--- src/design/tccw_pkg.sv ---
package tccw_pkg;

	// field widths
	localparam int COL_W  = 7;
	localparam int ROW_W  = 5;
	localparam int BYTE_W = 8;
	localparam int CELL_W = 16;

	// command codes
	localparam logic [1:0] CMD_PUT   = 2'd0;
	localparam logic [1:0] CMD_CLEAR = 2'd1;
	localparam logic [1:0] CMD_READ  = 2'd2;

	// control characters
	localparam logic [BYTE_W-1:0] CH_LF = 8'd10;
	localparam logic [BYTE_W-1:0] CH_CR = 8'd13;
	localparam logic [BYTE_W-1:0] CH_BS = 8'd8;

	// attribute after reset
	localparam logic [BYTE_W-1:0] ATTR_RESET = 8'h0F;

	// engine sequencer states
	typedef enum logic [2:0] {
		ST_IDLE,
		ST_DISPATCH,
		ST_WRITE,
		ST_COPY,
		ST_FLUSH,
		ST_BLANK,
		ST_CLEAR,
		ST_DONE
	} state_t;

	// one result transaction
	typedef struct packed {
		logic [COL_W-1:0]  col;
		logic [ROW_W-1:0]  row;
		logic [BYTE_W-1:0] cchar;
		logic [BYTE_W-1:0] cattr;
	} result_t;

endpackage

--- src/design/tccw_engine.sv ---
module tccw_engine import tccw_pkg::*; #(
	parameter int COLUMNS = 80,
	parameter int ROWS    = 25,
	parameter int AW      = 11
) (
	input  logic              clk,
	input  logic              arst_n,
	// command transaction
	input  logic              in_valid,
	output logic              in_stall,
	input  logic [1:0]        cmd,
	input  logic [BYTE_W-1:0] char_code,
	input  logic [COL_W-1:0]  read_col,
	input  logic [ROW_W-1:0]  read_row,
	// attribute register
	input  logic              cfg_wr_en,
	input  logic [BYTE_W-1:0] cfg_wr_data,
	// finished result
	output logic              res_valid,
	input  logic              res_take,
	output result_t           res,
	// cell store
	output logic              mem_we,
	output logic [AW-1:0]     mem_waddr,
	output logic [CELL_W-1:0] mem_wdata,
	output logic              mem_re,
	output logic [AW-1:0]     mem_raddr,
	input  logic [CELL_W-1:0] mem_rdata
);

	localparam int CELL_COUNT = COLUMNS * ROWS;
	localparam logic [AW-1:0] COPY_LAST = AW'(COLUMNS * (ROWS - 1) - 1);
	localparam logic [AW-1:0] CELL_LAST = AW'(CELL_COUNT - 1);
	localparam logic [AW-1:0] ROW_STEP  = AW'(COLUMNS);

	state_t state_q, state_d;

	logic [1:0]        cmd_q;
	logic [BYTE_W-1:0] char_q;
	logic [COL_W-1:0]  rcol_q;
	logic [ROW_W-1:0]  rrow_q;
	logic              rd_hit_q;
	logic [COL_W-1:0]  col_q;
	logic [ROW_W-1:0]  line_q;
	logic [BYTE_W-1:0] attr_q;
	logic [AW-1:0]     cnt_q;
	logic              cp_pend_q;
	logic [AW-1:0]     cp_addr_q;

	logic              is_ctrl_char;
	logic              line_full;
	logic [COL_W:0]    col_inc;
	logic [AW-1:0]     cursor_addr;
	logic [AW-1:0]     read_addr;

	assign is_ctrl_char = (char_q == CH_LF) || (char_q == CH_CR) || (char_q == CH_BS);
	assign line_full    = (line_q == ROW_W'(ROWS));
	assign col_inc      = {1'b0, col_q} + 8'd1;
	assign cursor_addr  = AW'(line_q) * ROW_STEP + AW'(col_q);
	assign read_addr    = AW'(rrow_q) * ROW_STEP + AW'(rcol_q);

	// next state
	always_comb begin
		state_d = state_q;
		unique case (state_q)
			ST_IDLE: begin
				if (in_valid) state_d = ST_DISPATCH;
			end
			ST_DISPATCH: begin
				unique case (cmd_q)
					CMD_PUT: begin
						priority if (is_ctrl_char) state_d = ST_DONE;
						else if (line_full) state_d = ST_COPY;
						else state_d = ST_WRITE;
					end
					CMD_CLEAR: state_d = ST_CLEAR;
					default:   state_d = ST_DONE;
				endcase
			end
			ST_WRITE: state_d = ST_DONE;
			ST_COPY: begin
				if (cnt_q == COPY_LAST) state_d = ST_FLUSH;
			end
			ST_FLUSH: state_d = ST_BLANK;
			ST_BLANK: begin
				if (cnt_q == CELL_LAST) state_d = ST_WRITE;
			end
			ST_CLEAR: begin
				if (cnt_q == CELL_LAST) state_d = ST_DONE;
			end
			ST_DONE: begin
				if (res_take) state_d = ST_IDLE;
			end
			default: state_d = ST_IDLE;
		endcase
	end

	// store accesses and handshake
	always_comb begin
		mem_we    = 1'b0;
		mem_waddr = cnt_q;
		mem_wdata = '0;
		mem_re    = 1'b0;
		mem_raddr = cnt_q + ROW_STEP;
		in_stall  = (state_q != ST_IDLE);
		res_valid = (state_q == ST_DONE);
		unique case (state_q)
			ST_DISPATCH: begin
				mem_re    = rd_hit_q;
				mem_raddr = read_addr;
			end
			ST_WRITE: begin
				mem_we    = 1'b1;
				mem_waddr = cursor_addr;
				mem_wdata = {attr_q, char_q};
			end
			// read one row below, write back the cell fetched last cycle
			ST_COPY: begin
				mem_re    = 1'b1;
				mem_we    = cp_pend_q;
				mem_waddr = cp_addr_q;
				mem_wdata = mem_rdata;
			end
			ST_FLUSH: begin
				mem_we    = 1'b1;
				mem_waddr = cp_addr_q;
				mem_wdata = mem_rdata;
			end
			ST_BLANK: begin
				mem_we = 1'b1;
			end
			ST_CLEAR: begin
				mem_we    = 1'b1;
				mem_wdata = {attr_q, 8'h00};
			end
			default: begin
			end
		endcase
	end

	assign res.col   = col_q;
	assign res.row   = line_q;
	assign res.cchar = rd_hit_q ? mem_rdata[BYTE_W-1:0] : '0;
	assign res.cattr = rd_hit_q ? mem_rdata[CELL_W-1:BYTE_W] : '0;

	// control state: sequencer, cursor, attribute
	always_ff @(posedge clk or negedge arst_n) begin
		if (!arst_n) begin
			state_q   <= ST_IDLE;
			col_q     <= '0;
			line_q    <= '0;
			attr_q    <= ATTR_RESET;
			rd_hit_q  <= 1'b0;
			cp_pend_q <= 1'b0;
		end else begin
			state_q   <= state_d;
			cp_pend_q <= (state_q == ST_COPY);
			if (cfg_wr_en) attr_q <= cfg_wr_data;
			if (state_q == ST_IDLE && in_valid) begin
				rd_hit_q <= (cmd == CMD_READ) && ({1'b0, read_col} < 8'(COLUMNS))
					&& ({1'b0, read_row} < 6'(ROWS));
			end
			unique case (state_q)
				ST_DISPATCH: begin
					if (cmd_q == CMD_PUT) begin
						priority if (char_q == CH_LF) begin
							if (!line_full) line_q <= line_q + 5'd1;
						end else if (char_q == CH_CR) begin
							col_q <= '0;
						end else if (char_q == CH_BS) begin
							if (col_q != '0) col_q <= col_q - 7'd1;
						end else begin
						end
					end
				end
				ST_WRITE: begin
					if (col_inc == 8'(COLUMNS)) begin
						col_q  <= '0;
						line_q <= line_q + 5'd1;
					end else begin
						col_q <= col_inc[COL_W-1:0];
					end
				end
				ST_BLANK: begin
					if (cnt_q == CELL_LAST) line_q <= line_q - 5'd1;
				end
				ST_CLEAR: begin
					col_q  <= '0;
					line_q <= '0;
				end
				default: begin
				end
			endcase
		end
	end

	// command payload and sweep counter
	always_ff @(posedge clk) begin
		if (state_q == ST_IDLE && in_valid) begin
			cmd_q  <= cmd;
			char_q <= char_code;
			rcol_q <= read_col;
			rrow_q <= read_row;
		end
		cp_addr_q <= cnt_q;
		if (state_q == ST_DISPATCH) begin
			cnt_q <= '0;
		end else if (state_q == ST_COPY || state_q == ST_BLANK || state_q == ST_CLEAR) begin
			cnt_q <= cnt_q + AW'(1);
		end
	end

endmodule

--- config.mk ---
export PLATFORM = sky130hd
export DESIGN_NAME = tccw_engine
export DESIGN_NICKNAME = d
export VERILOG_FILES = /design/src/design/tccw_pkg.sv /design/src/design/tccw_engine.sv
export SDC_FILE = /design/constraint.sdc
export NUM_CORES = 1
export LEC_CHECK = 0
export BUFFER_PORTS_ARGS = -buffer_cell sky130_fd_sc_hd__buf_2
export CORE_MARGIN = 2
export CORE_UTILIZATION = 34
export DETAILED_ROUTE_END_ITERATION = 16
export GPL_ROUTABILITY_DRIVEN = 0
export GPL_TIMING_DRIVEN = 0
export PLACE_DENSITY = 0.61
export SLEW_MARGIN = 20
export SYNTH_ARGS = -nofsm -noshare
export SYNTH_HDL_FRONTEND = slang
export SYNTH_SLANG_ARGS = --single-unit
export TNS_END_PERCENT = 5
--- constraint.sdc ---
create_clock -name clk -period 2.3 [get_ports clk]
set_input_delay 0.345 -clock clk [delete_from_list [all_inputs] [get_ports clk]]
set_output_delay 0.345 -clock clk [all_outputs]
set_load 0.02 [all_outputs]
== Word-level counts from Yosys, hierarchy flattened ==
Cells that the tools add are included.
W data, S select, Z words.

* Bits of input ports: 51
* Flip-flop bits (word level): 69
* Logic and storage cells: 99
* Output and inout port bits: 70

* Multiply operators: 2
* Magnitude comparators: 2
* Muxes and demuxes: 29
* Eq/ne operators: 28
* Add/subtract/negate cells: 8
* Reduce and logical (&&, ||, !) cells: 18

{| class="wikitable"
|+ Operators with widths
! cell !! number
|-
| $pmux W16 S3 || 1
|-
| $mux W7 || 6
|-
| $mux W5 || 5
|-
| $eq A8 B4 Y1 const B || 3
|-
| $pmux W3 S8 || 1
|-
| $add A11 B7 Y11 || 2
|-
| $eq A11 B11 Y1 const B || 2
|-
| $pmux W11 S2 || 1
|-
| $pmux W7 S3 || 1
|-
| $pmux W5 S4 || 1
|-
| $mux W3 || 6
|-
| $ne A2 B2 Y1 const B || 9
|-
| $mux W8 || 2
|-
| $mul A5 B3 Y7 const B || 2
|-
| $eq A3 B3 Y1 const B || 4
|-
| $add A11 B1 Y11 const B || 1
|-
| $add A11 B7 Y11 const B || 1
|-
| $mux W11 || 1
|-
| $reduce_and A5 Y1 || 2
|-
| $add A7 B1 Y8 const B || 1
|-
| $eq A8 B7 Y1 const B || 1
|-
| $lt A7 B7 Y1 const B || 1
|-
| $reduce_bool A7 Y1 || 1
|-
| $sub A7 B1 Y7 const B || 1
|-
| 22 further kinds || 31
|}

== Longest topological paths before layout ==
Gate-level depths: netlist of the first run.

* Depth in word-level cells: 7
* Mapped depth: 10
* Gate-level depth less buffers: 9

== Least setup slack after synthesis of the first run ==
No wires, ideal clock.

* Path type: reg2out
* Start point: register line_q[1]
* End point: output port mem_waddr[10]
* Slack: -0.592 ns
* Buffers on the path: 0
* Data required time: 1.955 ns
* Arrival: 2.547 ns
* Stages on the path, launching flop included: 10
* Cells stage by stage: dfrtp_1 ha_1 ha_1 inv_1 fa_1 xnor2_1 nor3b_1 xor2_1 xnor2_1 o21ai_0

* Longest elaborated chain between the ends: 3

{| class="wikitable"
|+ RTL lines
! item !! line !! text
|-
| start: declaration || tccw_engine.sv:44 || <nowiki>logic [ROW_W-1:0] line_q;</nowiki>
|-
| start signal: assignment || tccw_engine.sv:167 || <nowiki>if (!line_full) line_q <= line_q + 5'd1;</nowiki>
|-
| start signal: assignment || tccw_engine.sv:179 || <nowiki>line_q <= line_q + 5'd1;</nowiki>
|-
| start signal: assignment || tccw_engine.sv:185 || <nowiki>if (cnt_q == CELL_LAST) line_q <= line_q - 5'd1;</nowiki>
|-
| $mul A5 B3 Y7 || tccw_engine.sv:59 || <nowiki>assign cursor_addr = AW'(line_q) * ROW_STEP + AW'(col_q);</nowiki>
|-
| $add A11 B7 Y11 || tccw_engine.sv:59 ||
|-
| $pmux W11 S2 || tccw_engine.sv:107 || <nowiki>unique case (state_q)</nowiki>
|-
| end: declaration || tccw_engine.sv:24 || <nowiki>output logic [AW-1:0] mem_waddr,</nowiki>
|}

Every way passes these cells.

== Final worst setup path of the first run ==
* Start point: register rrow_q[3]
* End point: output port mem_raddr[10]

* Longest elaborated chain between the ends: 3

{| class="wikitable"
|+ RTL lines
! item !! line !! text
|-
| start: declaration || tccw_engine.sv:41 || <nowiki>logic [ROW_W-1:0] rrow_q;</nowiki>
|-
| start signal: assignment || tccw_engine.sv:203 || <nowiki>rrow_q <= read_row;</nowiki>
|-
| $mul A5 B3 Y7 || tccw_engine.sv:60 || <nowiki>assign read_addr = AW'(rrow_q) * ROW_STEP + AW'(rcol_q);</nowiki>
|-
| $add A11 B7 Y11 || tccw_engine.sv:60 ||
|-
| $mux W11 || tccw_engine.sv:107 ||
|-
| end: declaration || tccw_engine.sv:27 || <nowiki>output logic [AW-1:0] mem_raddr,</nowiki>
|}

Every way passes these cells.

==> flow_metrics.py, run 1 <==
metrics = {
    "run_status": {
        "status": "finished with violations",
        "violations": "setup timing",
    },
    "timing": {
        "fin_skew_ns": 0.00533,
        "setup_viol": 17,
        "period_minus_slack_ns": 2.84,
        "hold_viol_final": 0,
        "tns_ns": -3.14,
        "grt_setup_unrepaired": "yes",
        "holdWs_ns": 0.0124,
        "report.final.slew_viol_count": 0,
        "slew_headroom": 0.458,
        "tightestPinTransition_ns": 0.812,
        "timing.final.ws_setup_ns": -0.537,
        "fin_crit_sh": 1.23,
        "fmax_mhz": 352,
    },
    "finish": {
        "fin_cells": 778,
        "num_antenna_cells": 0,
        "nets": 684,
        "drive_above_1_share": 0.380,
        "area_growth_pct": 34.7,
        "final_area_um2": 5900,
    },
    "detailed_routing": {
        "drtIter0Drc": 197,
        "vias_per_cell": 5.19,
        "avgRoutedWirePerCell_um": 15.4,
        "drt_wl_total_um": 12000,
        "vias": 4034,
        "first_pass_iters": 5,
        "postRouteAntennaNets": 0,
        "drc_errors": 0,
    },
    "synth": {
        "ys_ff_latch": 69,
        "postSynthCellCount": 459,
        "synth_edf_count": 22,
        "ys_warn_count": 0,
        "ys_types": 62,
        "synthTopCellsByArea": "edfxtp_1 15%, dfrtp_1 12%, dfxtp_1 10%, ha_1 7.7%, mux2_2 3.6%",
        "yosys.area.top_type_share": 0.151,
        "ys_seq_area_frac": 0.395,
        "synth_nets": 542,
        "syn_area_um2": 4380,
        "synth_top_cell_by_area": "edfxtp_1",
        "synth_area_per_cell_um2": 9.54,
        "ys_async_sr_fraction": 0.362,
        "ys.flop_type": "edfxtp_1",
    },
    "power": {
        "p_per_area_nw_per_um2": 459,
        "leakage_nw": 2.69,
        "max-vdd-ir-drop_v": 0.000229,
    },
    "critical_path": {
        "cp_cell_sequence": "ha_1 > ha_2 > fa_2 > o2111ai_2 > xor2_1 > xnor2_1 > a21oi_2 > buf_4",
        "cpMaxStageDelayCell": "fa_2",
        "worst-path-buf-inv": 1,
        "worst_setup_path_start_kind": "flip-flop",
        "path_delay_family": "adder cells",
        "critical_path_arrival_ns": 2.49,
        "rr_endpoint": "line_q[4]$_DFFE_PN0P_",
        "timing.rr.start": "state_q[1]$_DFFE_PN0P_",
        "critical-path-max-stage-delay_ns": 0.57,
        "crit_path_max_fanout": 3,
        "startpoint": "rrow_q[3]$_DFFE_PP_",
        "end_kind": "primary output",
        "crit_required_ns": 1.96,
        "reg2reg_depth": 10,
        "path_depth": 8,
        "crit_type": "flip-flop to primary output",
        "rrSetupSlack_ns": -0.02,
    },
    "floorplanning": {
        "ios": 121,
        "start_util": 0.347,
        "chipWidth_um": 117,
        "fp-row-count": 41,
        "coreArea_um2": 12600,
        "die-area_um2": 13800,
        "die_h_um": 117,
    },
    "clock_tree": {
        "ctsHtreeMaxLevel": 3,
        "cts.clk_slew.worst_paths_ns": 0.06,
        "cts_buffer_depth": 2,
        "clk_latency_ns": 0.33,
        "cts_tree": "yes",
        "cts_buffers": 9,
        "clock_sinks": 69,
        "clock-root-buffer": "clkbuf_16",
    },
    "worst_hold_path": {
        "hold_path_class": "input pin to async pin",
    },
    "grt": {
        "grt_pass1_wl_um": 19300,
        "overflow": 0,
        "grt_max_degree": 26,
        "globalRouteTotalUtil": 0.173,
        "antenna_found_initial": 0,
        "grt_pass1_vias": 3905,
    },
    "placed_design": {
        "place_hpwl_um": 9130,
        "portBuffers": 119,
        "place_inst": 750,
        "place_area_um2": 5240,
    },
    "flow_run": {
        "maxCapViolCount": 0,
    },
}
## flip-flops by register name (all words and copies together), names as in the netlist, 3 cells and up
name,flops
rrow_q,5
attr_q,8
line_q,5
rcol_q,7
cnt_q,11
col_q,7
char_q,8
cp_addr_q,11
state_q,3
## final cells by class
| cell class | count | area [um2] |
|---|---|---|
| multi-input cells | 341 | 2640 |
| clock buffers | 9 | 225 |
| well taps | 172 | 215 |
| fillers | 1229 | 6720 |
| repair buffers | 131 | 746 |
| inverters | 22 | 85.1 |
| plain buffers | 27 | 181 |
| flip-flops and latches | 69 | 1740 |
| clock inverters | 7 | 66.3 |
## synth_stat cells (all sizes together), types with 13 or more instances
| cell | number |
|---|---|
| nand2 | 37 |
| clkbuf | 23 |
| dfrtp | 21 |
| ha | 27 |
| o21ai | 26 |
| inv | 22 |
| and2 | 17 |
| xnor2 | 13 |
| a21oi | 22 |
| dfxtp | 22 |
| nor2 | 32 |
| a22o | 16 |
| edfxtp | 22 |
| mux2 | 15 |
| nand3 | 13 |
| xor2 | 15 |
## power by group
part	internal (W)	switching, W
sequential	0.00128	0.00000738
combinational	0.0000432	0.0000326
clock	0.000832	0.000510
total	0.00216	0.000550
## timing repair
action / CTS / global route
buffers inserted: 8 / 4
hold buffers: 0 / 0
endpoints found under the setup margin: 43 / 48
cloned: 0 / 0
gates resized for setup: 63 / 33
pin swaps: 8 / 10
## stage by stage
stage | util | total power (W) | worst slack, ns
finish | 0.467 | 0.00271 | -0.537
global route | 0.467 | 0.00281 | -0.646
CTS | 0.458 | 0.00275 | -0.590
detailed placement | 0.415 | 0.00139 | -0.456
global placement | 0.415 | 0.00139 | -0.456
floorplan | - | 0.00133 | -0.222
## layer usage
metal  track usage  wire, um  up-vias
met1         0.225      5400     1948
met5             0         0        -
met3        0.0237       462       20
met4        0.0745       244        0
met2         0.288      5860      113
li1              -         -     1953
## worst max-delay path by stage
stage	end	slack (ns)
after global placement	mem_waddr[7]	-0.46
after floorplan	mem_waddr[10]	-0.22
after global routing	mem_waddr[10]	-0.65
final	mem_raddr[10]	-0.54
after CTS	mem_raddr[10]	-0.59
after detailed placement	mem_waddr[7]	-0.46
## layout by cell type, fill, tap and decap left out, types with 5 or more instances in the layout
| cell type | count |
|---|---|
| mux2_2 | 14 |
| clkbuf_1 | 14 |
| a221o_1 | 5 |
| inv_1 | 19 |
| a21oi_1 | 19 |
| nor2_1 | 31 |
| o31ai_1 | 5 |
| xnor2_1 | 12 |
| buf_2 | 100 |
| a21o_1 | 8 |
| edfxtp_1 | 22 |
| dfxtp_1 | 20 |
| o21ai_0 | 18 |
| ha_1 | 21 |
| nand3_1 | 12 |
| clkbuf_16 | 9 |
| dfrtp_2 | 5 |
| buf_4 | 33 |
| nand2_1 | 37 |
| a22oi_1 | 9 |
| and2_1 | 17 |
| nor3_1 | 8 |
| xor2_1 | 14 |
| buf_6 | 5 |
| dfrtp_1 | 16 |
| a22o_1 | 16 |
## logic make-up (layout without fill, tap and decap cells)
logic type / count (synthesis) / in the layout / share of synthesized area
AO/OA/AOI/OAI: 120 / 120 / 0.197
XOR/XNOR: 28 / 28 / 0.0560
adder cells (fa/ha/maj): 32 / 32 / 0.100
buffers and inverters: 49 / 196 / 0.0426
flip-flops: 69 / 69 / 0.395
multiplexers: 15 / 15 / 0.0386
AND/OR/NAND/NOR: 146 / 146 / 0.171
Note: power is estimated with default switching activity, not from simulation.
==> run 2, diff against run 1 <==
Settings changed: MAX_ROUTING_LAYER set to met4.
==> flow_metrics.py, run 2 (same netlist as run 1, synthesis figures left out) <==
metrics = {
    "critical_path": {
        "worst_setup_path_start_kind": "flip-flop",
        "critical_path_arrival_ns": 2.49,
        "crit_type": "flip-flop to primary output",
        "crit_path_max_fanout": 3,
        "crit_required_ns": 1.96,
        "end_kind": "primary output",
    },
    "clock_tree": {
        "cts_buffers": 9,
        "cts_tree": "yes",
        "cts_buffer_depth": 2,
        "ctsHtreeMaxLevel": 3,
        "clock-root-buffer": "clkbuf_16",
        "clock_sinks": 69,
        "cts.clk_slew.worst_paths_ns": 0.06,
        "clk_latency_ns": 0.33,
        "hold_buffers": 0,
    },
    "timing": {
        "report.final.slew_viol_count": 0,
        "timing.final.ws_setup_ns": -0.540,
        "fmax_mhz": 352,
        "fin_crit_sh": 1.23,
        "period_minus_slack_ns": 2.84,
        "grt_setup_unrepaired": "yes",
        "slew_headroom": 0.453,
        "tns_ns": -3.15,
        "hold_viol_final": 0,
        "setup_viol": 17,
        "tightestPinTransition_ns": 0.819,
        "fin_skew_ns": 0.00686,
    },
    "worst_hold_path": {
        "hold_path_class": "input pin to async pin",
    },
    "detailed_routing": {
        "drt_wl_total_um": 11900,
        "avgRoutedWirePerCell_um": 15.3,
        "postRouteAntennaNets": 0,
        "drtIter0Drc": 191,
        "drc_errors": 0,
        "first_pass_iters": 4,
        "vias": 3991,
        "vias_per_cell": 5.13,
    },
    "placed_design": {
        "place_hpwl_um": 9130,
        "portBuffers": 119,
        "place_ws_ns": -0.456,
    },
    "floorplanning": {
        "die-area_um2": 13800,
        "start_util": 0.347,
        "die_h_um": 117,
        "ios": 121,
        "coreArea_um2": 12600,
        "fp-row-count": 41,
        "chipWidth_um": 117,
    },
    "finish": {
        "nets": 684,
        "final_util": 0.467,
        "fillers": 1229,
        "drive_above_1_share": 0.380,
        "num_antenna_cells": 0,
        "mostFrequentLayoutCell": "buf_2",
        "area_growth_pct": 34.7,
        "reg_top3": "cnt_q (11), cp_addr_q (11)",
        "final_cell_mix": "100 x buf_2, 37 x nand2_1, 33 x buf_4",
    },
    "grt": {
        "grt_pass1_wl_um": 19200,
        "globalRouteTotalUtil": 0.178,
        "grt_pass1_vias": 3912,
        "overflow": 0,
        "grt_max_degree": 26,
        "antenna_found_initial": 0,
    },
    "power": {
        "leakage_nw": 2.69,
        "p_total_w": 0.00271,
        "p_per_area_nw_per_um2": 460,
        "max-vdd-ir-drop_v": 0.000232,
    },
    "flow_run": {
        "maxCapViolCount": 0,
    },
    "run_status": {
        "violations": "setup timing",
        "status": "finished with violations",
    },
}
[run 2: cell counts in the layout (fill, tap and decap cells not counted)]
Identical to the previous run, type by type.
[run 2: timing repair]
action / CTS / global route
pin swaps: 8 / 10
gates resized for setup: 63 / 33
endpoints found under the setup margin: 43 / 48
buffers inserted: 8 / 4
[run 2: cell type report]
cell class                 count  area (um2)  share of cell area
clock inverter                 7        66.3              0.0112
buffer                        27         181              0.0308
multi-input combinational    341        2640               0.447
tap                          172         215              0.0365
clock buffer                   9         225              0.0382
sequential                    69        1740               0.295
timing repair buffer         131         746               0.126
inverter                      22        85.1              0.0144
[run 2: stage by stage]
stage | hold WS, ns | area (um2) | cells
final | 0.0135 | 5900 | 778
after global routing | 0.0650 | 5900 | 778
after CTS | 0.0337 | 5770 | 774
after detailed placement | 0.343 | 5240 | 750
after global placement | 0.330 | 5240 | 750
after floorplan | 0.0494 | 4430 | 459
[run 2: path summary, 6_finish.rpt]
path                                        startpoint                endpoint  slack (ns)  cells past startpoint
worst max-delay path               rrow_q[3]$_DFFE_PP_           mem_raddr[10]       -0.54                      8
worst min-delay path                            arst_n    col_q[6]$_DFFE_PN0P_        0.01                      1
worst max register to register  state_q[1]$_DFFE_PN0P_   line_q[4]$_DFFE_PN0P_           0                     10
worst min register to register   cnt_q[8]$_SDFFE_PP0P_    cp_addr_q[8]$_DFF_P_        0.35                      0
max in group asynchronous                       arst_n  state_q[0]$_DFFE_PN0P_        1.86                      1
min in group clk                          char_code[5]     char_q[5]$_DFFE_PP_        0.18                      1
[run 2: worst max-delay path, cell delays in order (launching register included)]
cell       delay, ns
edfxtp_1        0.40
ha_1            0.31
ha_2            0.20
fa_2            0.57
o2111ai_2       0.13
xor2_1          0.17
xnor2_1         0.14
a21oi_2         0.11
buf_4           0.14
[run 2: routing by layer]
layer | track usage | wire, um
met5 | - | 0
met4 | 0.0745 | 237
met3 | 0.0223 | 515
met2 | 0.289 | 5830
met1 | 0.225 | 5360
[run 2: where the power goes]
part | switching [W] | internal [W] | leakage, nW
Sequential | 0.00000736 | 0.00128 | 0.687
Combinational | 0.0000330 | 0.0000432 | 1.86
Clock | 0.000516 | 0.000832 | 0.145
Total | 0.000556 | 0.00216 | 2.69
